<file path="src/sv/radix_string_converter_unit_assert.svh">
// assertion helpers shared by the converter modules
// each use expects clk and arst_n in scope
`ifndef RADIX_STRING_CONVERTER_UNIT_ASSERT_SVH
`define RADIX_STRING_CONVERTER_UNIT_ASSERT_SVH

// same-cycle implication
`define RSC_ASSERT_IMPLY(label, ante, cons, msg) \
	label: assert property (@(posedge clk) disable iff (!arst_n) (ante) |-> (cons)) \
		else $error(msg);

// next-cycle implication
`define RSC_ASSERT_NEXT(label, ante, cons, msg) \
	label: assert property (@(posedge clk) disable iff (!arst_n) (ante) |=> (cons)) \
		else $error(msg);

`endif

</file>
<file path="src/sv/rsc_pkg.sv">
package rsc_pkg;

	localparam int MAX_DIGITS_DEF = 64;

	localparam int BASE_W    = 5;
	localparam int SYM_W     = 64;
	localparam int CHAR_W    = 8;
	localparam int ST_W      = 2;
	localparam int VAL_W     = 63;
	localparam int DIG_W     = 4;
	localparam int CFG_IDX_W = 3;

	localparam logic [CHAR_W-1:0] MINUS_CHAR = 8'h2D;
	localparam logic [CHAR_W-1:0] ZERO_CHAR  = 8'h30;
	localparam logic [CHAR_W-1:0] NULL_CHAR  = 8'h00;

	localparam logic [ST_W-1:0] ST_OK       = 2'd0;
	localparam logic [ST_W-1:0] ST_UNKNOWN  = 2'd1;
	localparam logic [ST_W-1:0] ST_OVERFLOW = 2'd2;

	localparam logic [CFG_IDX_W-1:0] REG_SRC_BASE = 3'd0;
	localparam logic [CFG_IDX_W-1:0] REG_TGT_BASE = 3'd1;
	localparam logic [CFG_IDX_W-1:0] REG_SRC_LO   = 3'd2;
	localparam logic [CFG_IDX_W-1:0] REG_SRC_HI   = 3'd3;
	localparam logic [CFG_IDX_W-1:0] REG_TGT_LO   = 3'd4;
	localparam logic [CFG_IDX_W-1:0] REG_TGT_HI   = 3'd5;

	localparam logic [BASE_W-1:0] BASE_MIN = 5'd2;
	localparam logic [BASE_W-1:0] BASE_MAX = 5'd16;

	typedef struct packed {
		logic [CHAR_W-1:0] in_char;
		logic              in_last;
	} in_word_t;

	typedef struct packed {
		logic [CHAR_W-1:0] out_char;
		logic              out_last;
		logic [ST_W-1:0]   status;
	} out_word_t;

	// one alphabet: size and sixteen symbol bytes
	typedef struct packed {
		logic [BASE_W-1:0] base;
		logic [SYM_W-1:0]  sym_lo;
		logic [SYM_W-1:0]  sym_hi;
	} alpha_cfg_t;

	// finished number handed from front to back
	typedef struct packed {
		logic [VAL_W-1:0] value;
		logic             negative;
		logic [ST_W-1:0]  status;
	} job_t;

	function automatic logic [BASE_W-1:0] clamp_base(input logic [BASE_W-1:0] b);
		logic [BASE_W-1:0] r;
		r = b;
		if (b < BASE_MIN) r = BASE_MIN;
		else if (b > BASE_MAX) r = BASE_MAX;
		return r;
	endfunction

	function automatic logic [CHAR_W-1:0] symbol_at(input logic [SYM_W-1:0] lo,
		input logic [SYM_W-1:0] hi, input logic [DIG_W-1:0] k);
		logic [SYM_W-1:0] w;
		w = k[DIG_W-1] ? hi : lo;
		return w[{k[DIG_W-2:0], 3'b000} +: CHAR_W];
	endfunction

endpackage

</file>
<file path="src/sv/rsc_ram.sv">
module rsc_ram #(
	parameter int WIDTH = 4,
	parameter int DEPTH = 64
) (
	input  logic                     clk,
	input  logic                     we,
	input  logic [$clog2(DEPTH)-1:0] waddr,
	input  logic [WIDTH-1:0]         wdata,
	input  logic [$clog2(DEPTH)-1:0] raddr,
	output logic [WIDTH-1:0]         rdata
);
	logic [WIDTH-1:0] mem [DEPTH];

	always_ff @(posedge clk) begin
		if (we) begin
			mem[waddr] <= wdata;
		end
		rdata <= mem[raddr];
	end
endmodule

</file>
<file path="src/sv/rsc_front.sv">
module rsc_front (
	input  logic                clk,
	input  logic                arst_n,
	input  logic                push,
	output logic                full,
	input  rsc_pkg::in_word_t   in_word,
	input  rsc_pkg::alpha_cfg_t src_cfg,
	input  logic                job_full,
	output logic                job_push,
	output rsc_pkg::job_t       job
);
	import rsc_pkg::*;

	logic                          valid_s1;
	in_word_t                      word_s1;
	logic [VAL_W-1:0]              acc_q;
	logic                          neg_q;
	logic                          first_q;
	logic [ST_W-1:0]               err_q;

	logic                          stall;
	logic                          accept;
	logic                          advance;
	logic [BASE_W-1:0]             base;
	logic                          found;
	logic [DIG_W-1:0]              digit;
	logic [VAL_W+BASE_W-1:0]       prod;
	logic [VAL_W+BASE_W-1:0]       sum;
	logic                          ovf;
	logic [VAL_W-1:0]              acc_n;
	logic                          neg_n;
	logic [ST_W-1:0]               err_n;

	// a last character waits here until the job queue has room
	assign stall   = valid_s1 && word_s1.in_last && job_full;
	assign full    = stall;
	assign accept  = push && !full;
	assign advance = valid_s1 && !stall;

	assign base = clamp_base(src_cfg.base);

	// lowest matching symbol within the base wins
	always_comb begin
		found = 1'b0;
		digit = '0;
		for (int k = 15; k >= 0; k--) begin
			if (BASE_W'(k) < base &&
				symbol_at(src_cfg.sym_lo, src_cfg.sym_hi, DIG_W'(k)) == word_s1.in_char) begin
				found = 1'b1;
				digit = DIG_W'(k);
			end
		end
	end

	assign prod = (VAL_W+BASE_W)'(acc_q) * (VAL_W+BASE_W)'(base);
	assign sum  = prod + (VAL_W+BASE_W)'(digit);
	assign ovf  = |sum[VAL_W+BASE_W-1:VAL_W];

	always_comb begin
		acc_n = acc_q;
		neg_n = neg_q;
		err_n = err_q;
		if (first_q && word_s1.in_char == MINUS_CHAR) begin
			neg_n = 1'b1;
		end else if (err_q == ST_OK) begin
			if (!found) err_n = ST_UNKNOWN;
			else if (ovf) err_n = ST_OVERFLOW;
			else acc_n = sum[VAL_W-1:0];
		end
	end

	assign job_push = advance && word_s1.in_last;
	assign job      = '{value: acc_n, negative: neg_n, status: err_n};

	always_ff @(posedge clk or negedge arst_n) begin
		if (!arst_n) begin
			valid_s1 <= 1'b0;
		end else if (accept) begin
			valid_s1 <= 1'b1;
		end else if (advance) begin
			valid_s1 <= 1'b0;
		end
	end

	always_ff @(posedge clk) begin
		if (accept) begin
			word_s1 <= in_word;
		end
	end

	always_ff @(posedge clk or negedge arst_n) begin
		if (!arst_n) begin
			acc_q   <= '0;
			neg_q   <= 1'b0;
			first_q <= 1'b1;
			err_q   <= ST_OK;
		end else if (advance) begin
			if (word_s1.in_last) begin
				acc_q   <= '0;
				neg_q   <= 1'b0;
				first_q <= 1'b1;
				err_q   <= ST_OK;
			end else begin
				acc_q   <= acc_n;
				neg_q   <= neg_n;
				first_q <= 1'b0;
				err_q   <= err_n;
			end
		end
	end
endmodule

</file>
<file path="src/sv/rsc_job_fifo.sv">
`include "radix_string_converter_unit_assert.svh"

module rsc_job_fifo (
	input  logic          clk,
	input  logic          arst_n,
	input  logic          push,
	input  rsc_pkg::job_t wr_job,
	output logic          full,
	input  logic          pop,
	output rsc_pkg::job_t rd_job,
	output logic          empty
);
	import rsc_pkg::*;

	job_t       slot_q [2];
	logic       wr_q;
	logic       rd_q;
	logic [1:0] cnt_q;

	assign full   = cnt_q == 2'd2;
	assign empty  = cnt_q == 2'd0;
	assign rd_job = slot_q[rd_q];

	always_ff @(posedge clk) begin
		if (push) begin
			slot_q[wr_q] <= wr_job;
		end
	end

	always_ff @(posedge clk or negedge arst_n) begin
		if (!arst_n) begin
			wr_q  <= 1'b0;
			rd_q  <= 1'b0;
			cnt_q <= 2'd0;
		end else begin
			if (push) wr_q <= !wr_q;
			if (pop) rd_q <= !rd_q;
			if (push && !pop) cnt_q <= cnt_q + 2'd1;
			else if (pop && !push) cnt_q <= cnt_q - 2'd1;
		end
	end

	`RSC_ASSERT_IMPLY(a_push_room, push, !full, "job queue written while full")
	`RSC_ASSERT_IMPLY(a_pop_data, pop, !empty, "job queue read while empty")
endmodule

</file>
<file path="src/sv/rsc_back.sv">
`include "radix_string_converter_unit_assert.svh"

module rsc_back #(
	parameter int MAX_DIGITS = rsc_pkg::MAX_DIGITS_DEF
) (
	input  logic                clk,
	input  logic                arst_n,
	input  rsc_pkg::alpha_cfg_t tgt_cfg,
	input  logic                job_empty,
	input  rsc_pkg::job_t       head_job,
	output logic                job_pop,
	input  logic                pop,
	output logic                empty,
	output rsc_pkg::out_word_t  out_word
);
	import rsc_pkg::*;

	localparam int CW        = $clog2(MAX_DIGITS + 1);
	localparam int AW        = $clog2(MAX_DIGITS);
	localparam int DIV_W     = 64;
	localparam int DIV_BITS  = 8;
	localparam int STEP_W    = $clog2(DIV_W / DIV_BITS);
	localparam logic [STEP_W-1:0] STEP_LAST = STEP_W'(DIV_W / DIV_BITS - 1);

	typedef enum logic [2:0] {
		S_IDLE,
		S_CHECK,
		S_DIV,
		S_RD,
		S_DATA
	} state_t;

	state_t            state_q;
	logic [DIV_W-1:0]  v_q;
	logic              neg_q;
	logic [CW-1:0]     cnt_q;
	logic [STEP_W-1:0] step_q;
	logic [DIG_W-1:0]  rem_q;
	logic              out_valid_q;
	out_word_t         out_q;

	logic [BASE_W-1:0] tbase;
	logic              out_free;
	logic              out_load;
	logic [DIV_W-1:0]  v_div;
	logic [DIG_W-1:0]  r_div;
	logic [BASE_W-1:0] t_div;
	logic [CW:0]       cnt_sign;
	logic              at_limit;
	logic [CW-1:0]     cnt_dec;
	logic              ram_we;
	logic [DIG_W-1:0]  ram_rdata;
	logic [CHAR_W-1:0] digit_sym;

	assign tbase    = clamp_base(tgt_cfg.base);
	assign out_free = !out_valid_q || pop;
	assign empty    = !out_valid_q;
	assign out_word = out_q;
	assign job_pop  = state_q == S_IDLE && !job_empty && out_free;

	// restoring division by the target base, a byte of dividend per cycle
	always_comb begin
		v_div = v_q;
		r_div = rem_q;
		t_div = '0;
		for (int i = 0; i < DIV_BITS; i++) begin
			t_div = {r_div, v_div[DIV_W-1]};
			v_div = {v_div[DIV_W-2:0], 1'b0};
			if (t_div >= tbase) begin
				t_div    = t_div - tbase;
				v_div[0] = 1'b1;
			end
			r_div = t_div[DIG_W-1:0];
		end
	end

	assign cnt_sign = (CW+1)'(cnt_q) + (CW+1)'(neg_q);
	assign at_limit = cnt_sign >= (CW+1)'(MAX_DIGITS);
	assign cnt_dec  = cnt_q - CW'(1);
	assign ram_we   = state_q == S_DIV && step_q == STEP_LAST;

	// a word is loaded into the output register this cycle
	assign out_load = (job_pop && (head_job.status != ST_OK || head_job.value == '0))
		|| (state_q == S_CHECK && out_free && ((v_q == '0) ? neg_q : at_limit))
		|| (state_q == S_DATA && out_free);

	// least significant digit sits at address zero
	rsc_ram #(
		.WIDTH (DIG_W),
		.DEPTH (MAX_DIGITS)
	) u_digits (
		.clk   (clk),
		.we    (ram_we),
		.waddr (cnt_q[AW-1:0]),
		.wdata (r_div),
		.raddr (cnt_dec[AW-1:0]),
		.rdata (ram_rdata)
	);

	assign digit_sym = symbol_at(tgt_cfg.sym_lo, tgt_cfg.sym_hi, ram_rdata);

	always_ff @(posedge clk or negedge arst_n) begin
		if (!arst_n) begin
			state_q     <= S_IDLE;
			v_q         <= '0;
			neg_q       <= 1'b0;
			cnt_q       <= '0;
			step_q      <= '0;
			rem_q       <= '0;
			out_valid_q <= 1'b0;
			out_q       <= '0;
		end else begin
			if (out_load) begin
				out_valid_q <= 1'b1;
			end else if (pop && out_valid_q) begin
				out_valid_q <= 1'b0;
			end
			unique case (state_q)
				S_IDLE: begin
					if (job_pop) begin
						if (head_job.status != ST_OK) begin
							out_q       <= '{out_char: NULL_CHAR, out_last: 1'b1,
								status: head_job.status};
						end else if (head_job.value == '0) begin
							out_q       <= '{out_char: ZERO_CHAR, out_last: 1'b1,
								status: ST_OK};
						end else begin
							v_q     <= DIV_W'(head_job.value);
							neg_q   <= head_job.negative;
							cnt_q   <= '0;
							state_q <= S_CHECK;
						end
					end
				end
				S_CHECK: begin
					if (v_q == '0) begin
						if (neg_q) begin
							if (out_free) begin
								out_q       <= '{out_char: MINUS_CHAR, out_last: 1'b0,
									status: ST_OK};
								state_q     <= S_RD;
							end
						end else begin
							state_q <= S_RD;
						end
					end else if (at_limit) begin
						if (out_free) begin
							out_q       <= '{out_char: NULL_CHAR, out_last: 1'b1,
								status: ST_OVERFLOW};
							state_q     <= S_IDLE;
						end
					end else begin
						step_q  <= '0;
						rem_q   <= '0;
						state_q <= S_DIV;
					end
				end
				S_DIV: begin
					v_q    <= v_div;
					rem_q  <= r_div;
					step_q <= step_q + STEP_W'(1);
					if (step_q == STEP_LAST) begin
						cnt_q   <= cnt_q + CW'(1);
						state_q <= S_CHECK;
					end
				end
				S_RD: begin
					state_q <= S_DATA;
				end
				S_DATA: begin
					if (out_free) begin
						out_q       <= '{out_char: digit_sym, out_last: cnt_q == CW'(1),
							status: ST_OK};
						cnt_q       <= cnt_dec;
						state_q     <= (cnt_q == CW'(1)) ? S_IDLE : S_RD;
					end
				end
				default: begin
					state_q <= S_IDLE;
				end
			endcase
		end
	end

	`RSC_ASSERT_IMPLY(a_rem_below_base, state_q == S_DIV, BASE_W'(rem_q) < tbase, "bad remainder")
	`RSC_ASSERT_IMPLY(a_read_has_digit, state_q == S_RD || state_q == S_DATA, |cnt_q, "no digit")
	`RSC_ASSERT_IMPLY(a_cnt_bound, state_q == S_DIV, cnt_q < CW'(MAX_DIGITS), "digit past buffer")
	`RSC_ASSERT_NEXT(a_div_returns, ram_we, state_q == S_CHECK, "division did not end in check")
endmodule

</file>
<file path="src/sv/radix_string_converter_unit.sv">
// flow: each character is folded in by the front; an error or zero word is loaded
//   straight from the job queue, else each target digit takes one division step per
//   dividend byte plus one check, then the sign and the digits leave msd first
// throughput: one character per cycle in while full is low; each digit word waits on
//   a read state for the registered digit buffer read; new jobs start only from idle
// reset: arst_n clears all control state at once, sizes go to 2, alphabets to zero
module radix_string_converter_unit #(
	parameter int MAX_DIGITS = rsc_pkg::MAX_DIGITS_DEF
) (
	input  logic                            clk,
	input  logic                            arst_n,
	input  logic                            push,
	output logic                            full,
	input  rsc_pkg::in_word_t               in_word,
	output logic                            empty,
	input  logic                            pop,
	output rsc_pkg::out_word_t              out_word,
	input  logic                            cfg_valid,
	output logic                            cfg_ready,
	input  logic [rsc_pkg::CFG_IDX_W-1:0]   cfg_index,
	input  logic [rsc_pkg::SYM_W-1:0]       cfg_data
);
	import rsc_pkg::*;

	// configuration registers, to be written only while idle; the block does not enforce this
	alpha_cfg_t src_cfg_q;
	alpha_cfg_t tgt_cfg_q;

	// front to queue
	logic job_push;
	job_t job_in;
	logic job_full;

	// queue to back
	logic job_pop;
	job_t job_head;
	logic job_empty;

	// registers never stall a write
	assign cfg_ready = 1'b1;

	always_ff @(posedge clk or negedge arst_n) begin
		if (!arst_n) begin
			src_cfg_q <= '{base: BASE_MIN, sym_lo: '0, sym_hi: '0};
			tgt_cfg_q <= '{base: BASE_MIN, sym_lo: '0, sym_hi: '0};
		end else if (cfg_valid && cfg_ready) begin
			unique case (cfg_index)
				REG_SRC_BASE: src_cfg_q.base   <= cfg_data[BASE_W-1:0];
				REG_TGT_BASE: tgt_cfg_q.base   <= cfg_data[BASE_W-1:0];
				REG_SRC_LO:   src_cfg_q.sym_lo <= cfg_data;
				REG_SRC_HI:   src_cfg_q.sym_hi <= cfg_data;
				REG_TGT_LO:   tgt_cfg_q.sym_lo <= cfg_data;
				REG_TGT_HI:   tgt_cfg_q.sym_hi <= cfg_data;
				// unused indexes are dropped
				default: begin
				end
			endcase
		end
	end

	// front: sign detection, symbol lookup, accumulate with overflow check
	rsc_front u_front (
		.clk      (clk),
		.arst_n   (arst_n),
		.push     (push),
		.full     (full),
		.in_word  (in_word),
		.src_cfg  (src_cfg_q),
		.job_full (job_full),
		.job_push (job_push),
		.job      (job_in)
	);

	// two-entry queue so the front keeps taking characters during a conversion
	rsc_job_fifo u_jobs (
		.clk    (clk),
		.arst_n (arst_n),
		.push   (job_push),
		.wr_job (job_in),
		.full   (job_full),
		.pop    (job_pop),
		.rd_job (job_head),
		.empty  (job_empty)
	);

	// back: repeated division into the digit buffer, then emit msd first
	rsc_back #(
		.MAX_DIGITS (MAX_DIGITS)
	) u_back (
		.clk       (clk),
		.arst_n    (arst_n),
		.tgt_cfg   (tgt_cfg_q),
		.job_empty (job_empty),
		.head_job  (job_head),
		.job_pop   (job_pop),
		.pop       (pop),
		.empty     (empty),
		.out_word  (out_word)
	);
endmodule

</file>
<file path="config.mk">
export PLATFORM = sky130hd
export DESIGN_NAME = radix_string_converter_unit
export DESIGN_NICKNAME = d
export VERILOG_FILES = /design/src/sv/rsc_pkg.sv /design/src/sv/rsc_ram.sv /design/src/sv/rsc_front.sv /design/src/sv/rsc_job_fifo.sv /design/src/sv/rsc_back.sv /design/src/sv/radix_string_converter_unit.sv
export VERILOG_INCLUDE_DIRS = /design/src /design/src/sv
export SDC_FILE = /design/constraint.sdc
export NUM_CORES = 2
export LEC_CHECK = 0
export BUFFER_PORTS_ARGS = -buffer_cell sky130_fd_sc_hd__buf_2
export CELL_PAD_IN_SITES_DETAIL_PLACEMENT = 0
export CELL_PAD_IN_SITES_GLOBAL_PLACEMENT = 1
export CORE_UTILIZATION = 52
export CTS_CLUSTER_DIAMETER = 200
export DETAILED_ROUTE_END_ITERATION = 8
export GPL_TIMING_DRIVEN = 0
export MAX_ROUTING_LAYER = met4
export PLACE_DENSITY_LB_ADDON = 0.1
export SLEW_MARGIN = 20
export SYNTH_ARGS = -nofsm -noshare
export SYNTH_HDL_FRONTEND = slang
export SYNTH_HIERARCHICAL = 1
export SYNTH_SLANG_ARGS = --single-unit
export TNS_END_PERCENT = 100
</file>
<file path="constraint.sdc">
create_clock -name clk -period 23.7 [get_ports clk]
set_input_delay 3.555 -clock clk [delete_from_list [all_inputs] [get_ports clk]]
set_output_delay 3.555 -clock clk [all_outputs]
set_load 0.05 [all_outputs]
</file>
==> impl_metrics.py <==
metrics = {
    "status": {
        "status": "finished, violations left",
        "failed_checks": "DRC",
    },
    "clock_tree": {
        "clkSinkCount": 833,
        "post_cts_resize_count": 0,
        "cts.reportedPaths.clkPinSlew_ps": 60,
        "cts.htree.levels": 3,
        "cts_max_path_buffers": 3,
        "cts_hold_buf": 0,
        "cts_root_buf": "clkbuf_16",
        "cts_tree": "done",
        "postCtsSetupBuffers": 0,
        "clk_latency_ps": 670,
        "cts_buffers": 88,
    },
    "synthesis": {
        "syn-cell-area_sq_um": 51000,
        "synth_top_area_share_pct": 23.4,
        "async_flop_share_pct": 51.9,
        "avgSynthCellArea_sq_um": 11.9,
        "synth.area.top_cells": "edfxtp_1, dfrtp_1, fa_1",
        "yosys.area.top_type": "edfxtp_1",
        "synth-seq-cells": 833,
        "yosys_warnings": 6,
        "synth_flop_cell": "dfrtp_1",
        "synth.distinct_cells": 105,
        "synth-seq-area-share_pct": 44.7,
        "synthesis.nets": 4758,
        "synthCells": 4299,
        "synth_edf_count": 397,
    },
    "timing": {
        "holdWs_ps": 466,
        "hold_viol": 0,
        "period_share_pct": 61.2,
        "fin_setup_tns_ps": 0,
        "fmax_mhz": 69.0,
        "setup_viol": 0,
        "period_needed_ps": 14500,
        "slew_violations": 0,
        "max_slew_margin_pct": 21.5,
        "skew_ps": 38.6,
        "rsz0062_at_grt": "false",
        "worstMarginPinSlew_ps": 1170,
    },
    "critical_path": {
        "crit_path_end_kind": "flip-flop",
        "required_ps": 24200,
        "worst-path-max-fanout": 27,
        "worstSetupPathType": "reg2reg",
        "cpPeakStageDelay_ps": 800,
        "rr_worst_depth": 50,
        "cpMaxStageDelayCell": "mux2i_4",
        "cp_common_cell": "ha_1",
        "arrival_ps": 15000,
        "cp-start-kind": "flip-flop",
    },
    "layout": {
        "drive_above_1_share_pct": 18.4,
        "syn_to_final_growth_pct": 10.8,
        "layout.nets": 4957,
    },
    "placed_design": {
        "dp_hpwl_um": 107000,
        "numPortBuffers": 93,
        "gp_congestion": 0.900,
    },
    "floorplan": {
        "rows": 114,
        "start_util_pct": 52.7,
        "fp.dieW_um": 315,
        "dieArea_sq_um": 99300,
        "die_h_um": 315,
        "io-pin-count": 95,
        "core_region_area_sq_um": 96900,
    },
    "grt": {
        "grt_max_degree": 94,
        "grt_first_pass_wirelength_um": 218000,
        "grt_pass1_vias": 35100,
        "gr-total-overflow": 0,
        "antenna_found_initial": 2,
        "grt_usage_pct": 30.1,
    },
    "job": {
        "cap_violations": 0,
    },
    "drt": {
        "drt-wirelength-per-cell_um": 24.4,
        "viasPerCell": 5.91,
        "drt_first_iter_violations": 2843,
        "antenna_left": 0,
        "firstDrtPassIters": 8,
        "num_vias": 34600,
        "drc": 26,
        "routed_wl_um": 143000,
    },
    "worst_hold_path": {
        "min_path_type": "reg2reg",
        "hold_depth": 2,
    },
}
[cell usage after synthesis (8+ instances only)]
cell type and count:
nand3_1 50, dfrtp_1 429, edfxtp_1 397, buf_2 60
o21bai_1 19, a22oi_1 10, mux4_1 19, mux4_2 84
o31ai_1 10, o22ai_1 10, nor4_1 45, nand2_1 536
xor2_1 67, a21oi_1 129, o21a_1 9, and3_1 9
ha_1 183, nor2b_1 18, and2_1 156, mux2_2 194
nor3_1 46, or3_1 12, buf_4 22, a21o_1 49
nand2b_1 26, buf_12 8, inv_1 206, mux2i_1 140
o21ai_0 62, mux2_4 157, o21ai_1 177, a22o_1 12
fa_1 195, o221ai_1 8, nand4_1 66, buf_6 31
nor2_1 213, a31oi_1 25, xnor2_1 144, a211oi_1 8
clkbuf_1 107
[cell usage in the layout, fill, tap and decap left out, types with 152 or more instances in the layout]
| cell type | netlist | final |
|---|---|---|
| buf_2 | 60 | 152 |
| mux2_4 | 157 | 158 |
| dfrtp_1 | 429 | 429 |
| nor2_1 | 213 | 211 |
| fa_1 | 195 | 195 |
| inv_1 | 206 | 206 |
| o21ai_1 | 177 | 177 |
| nand2_1 | 536 | 536 |
| ha_1 | 183 | 183 |
| edfxtp_1 | 397 | 397 |
| mux2_2 | 194 | 193 |
| and2_1 | 156 | 155 |
[cells by family (layout without fill, tap and decap cells)]
logic type | Yosys count | in the layout | share of synthesized area, %
simple gates | 1223 | 1223 | 11.3
flops | 833 | 833 | 44.7
compound gates | 611 | 611 | 7.42
mux | 597 | 597 | 16.4
buf+inv | 445 | 717 | 4.30
fa+ha+maj | 378 | 378 | 12.1
xor+xnor | 211 | 211 | 3.62
other cells | 1 | 2 | 0.00735
[worst paths after layout]
path,start,to,slack [ps]
max,tgt_cfg_q[132],u_back/u_digits/mem[0][1],9200
min,u_front/first_q,u_front/first_q,470
max reg2reg,tgt_cfg_q[132],u_back/u_digits/mem[0][1],9200
min reg2reg,u_front/first_q,u_front/first_q,470
max in group asynchronous,arst_n,u_front/acc_q[55],19760
min in group asynchronous,arst_n,src_cfg_q[90],2730
[cell type report]
cell class | instances | area (sq um)
Antenna cell | 1 | 2.50
Buffer | 235 | 1410
Clock buffer | 124 | 2500
Clock inverter | 39 | 457
Fill cell | 8109 | 40400
Inverter | 210 | 788
Multi-Input combinational cell | 3021 | 26100
Sequential cell | 833 | 22800
Tap cell | 1276 | 1600
Timing Repair Buffer | 109 | 841
[routing by layer]
metal / routed length, um / global-route usage [%] / part of all wire [%]
met1: 62900 / 40.4 / 44
met2: 69000 / 48.6 / 48
met3: 6980 / 3.35 / 4.9
met4: 3620 / 8.04 / 2.5
met5: 0 / - / 0
[state kept, by name (all words and copies together) (netlist names)]
register / count
u_back/neg_q: 1
u_front/valid_s1: 1
u_back/out_valid_q: 1
u_front/neg_q: 1
u_back/out_word: 11
u_back/v_q: 64
u_back/cnt_q: 7
u_jobs/rd_q: 1
u_back/state_q: 3
u_front/first_q: 1
tgt_cfg_q: 133
u_jobs/cnt_q: 2
u_front/acc_q: 63
u_back/step_q: 3
u_front/word_s1: 9
u_jobs/wr_q: 1
u_back/u_digits/rdata: 4
u_back/u_digits/mem: 256
u_back/rem_q: 4
u_front/err_q: 2
src_cfg_q: 133
u_jobs/slot_q: 132
[critical path, delay by kind of cell (launching register included)]
family / cells / cell delay [ps]
flops: 1 / 380
compound gates: 26 / 7320
fa+ha+maj: 8 / 2580
buf+inv: 7 / 1130
simple gates: 4 / 550
mux: 5 / 2350
[stage by stage]
stage	instance area, sq um	worst slack [ps]	std cells	utilization (%)
final	56500	9200	5848	58.3
after global routing	56500	8430	5847	58.3
after CTS	56500	8720	5847	58.3
after detailed placement	53500	8750	5684	55.2
after global placement	53100	4040	5668	54.8
after floorplan	51000	9530	4299	-
Power is left out: the tool's default activity adds up to more than one toggle a clock period on the data nets, which glitch-free logic cannot reach.
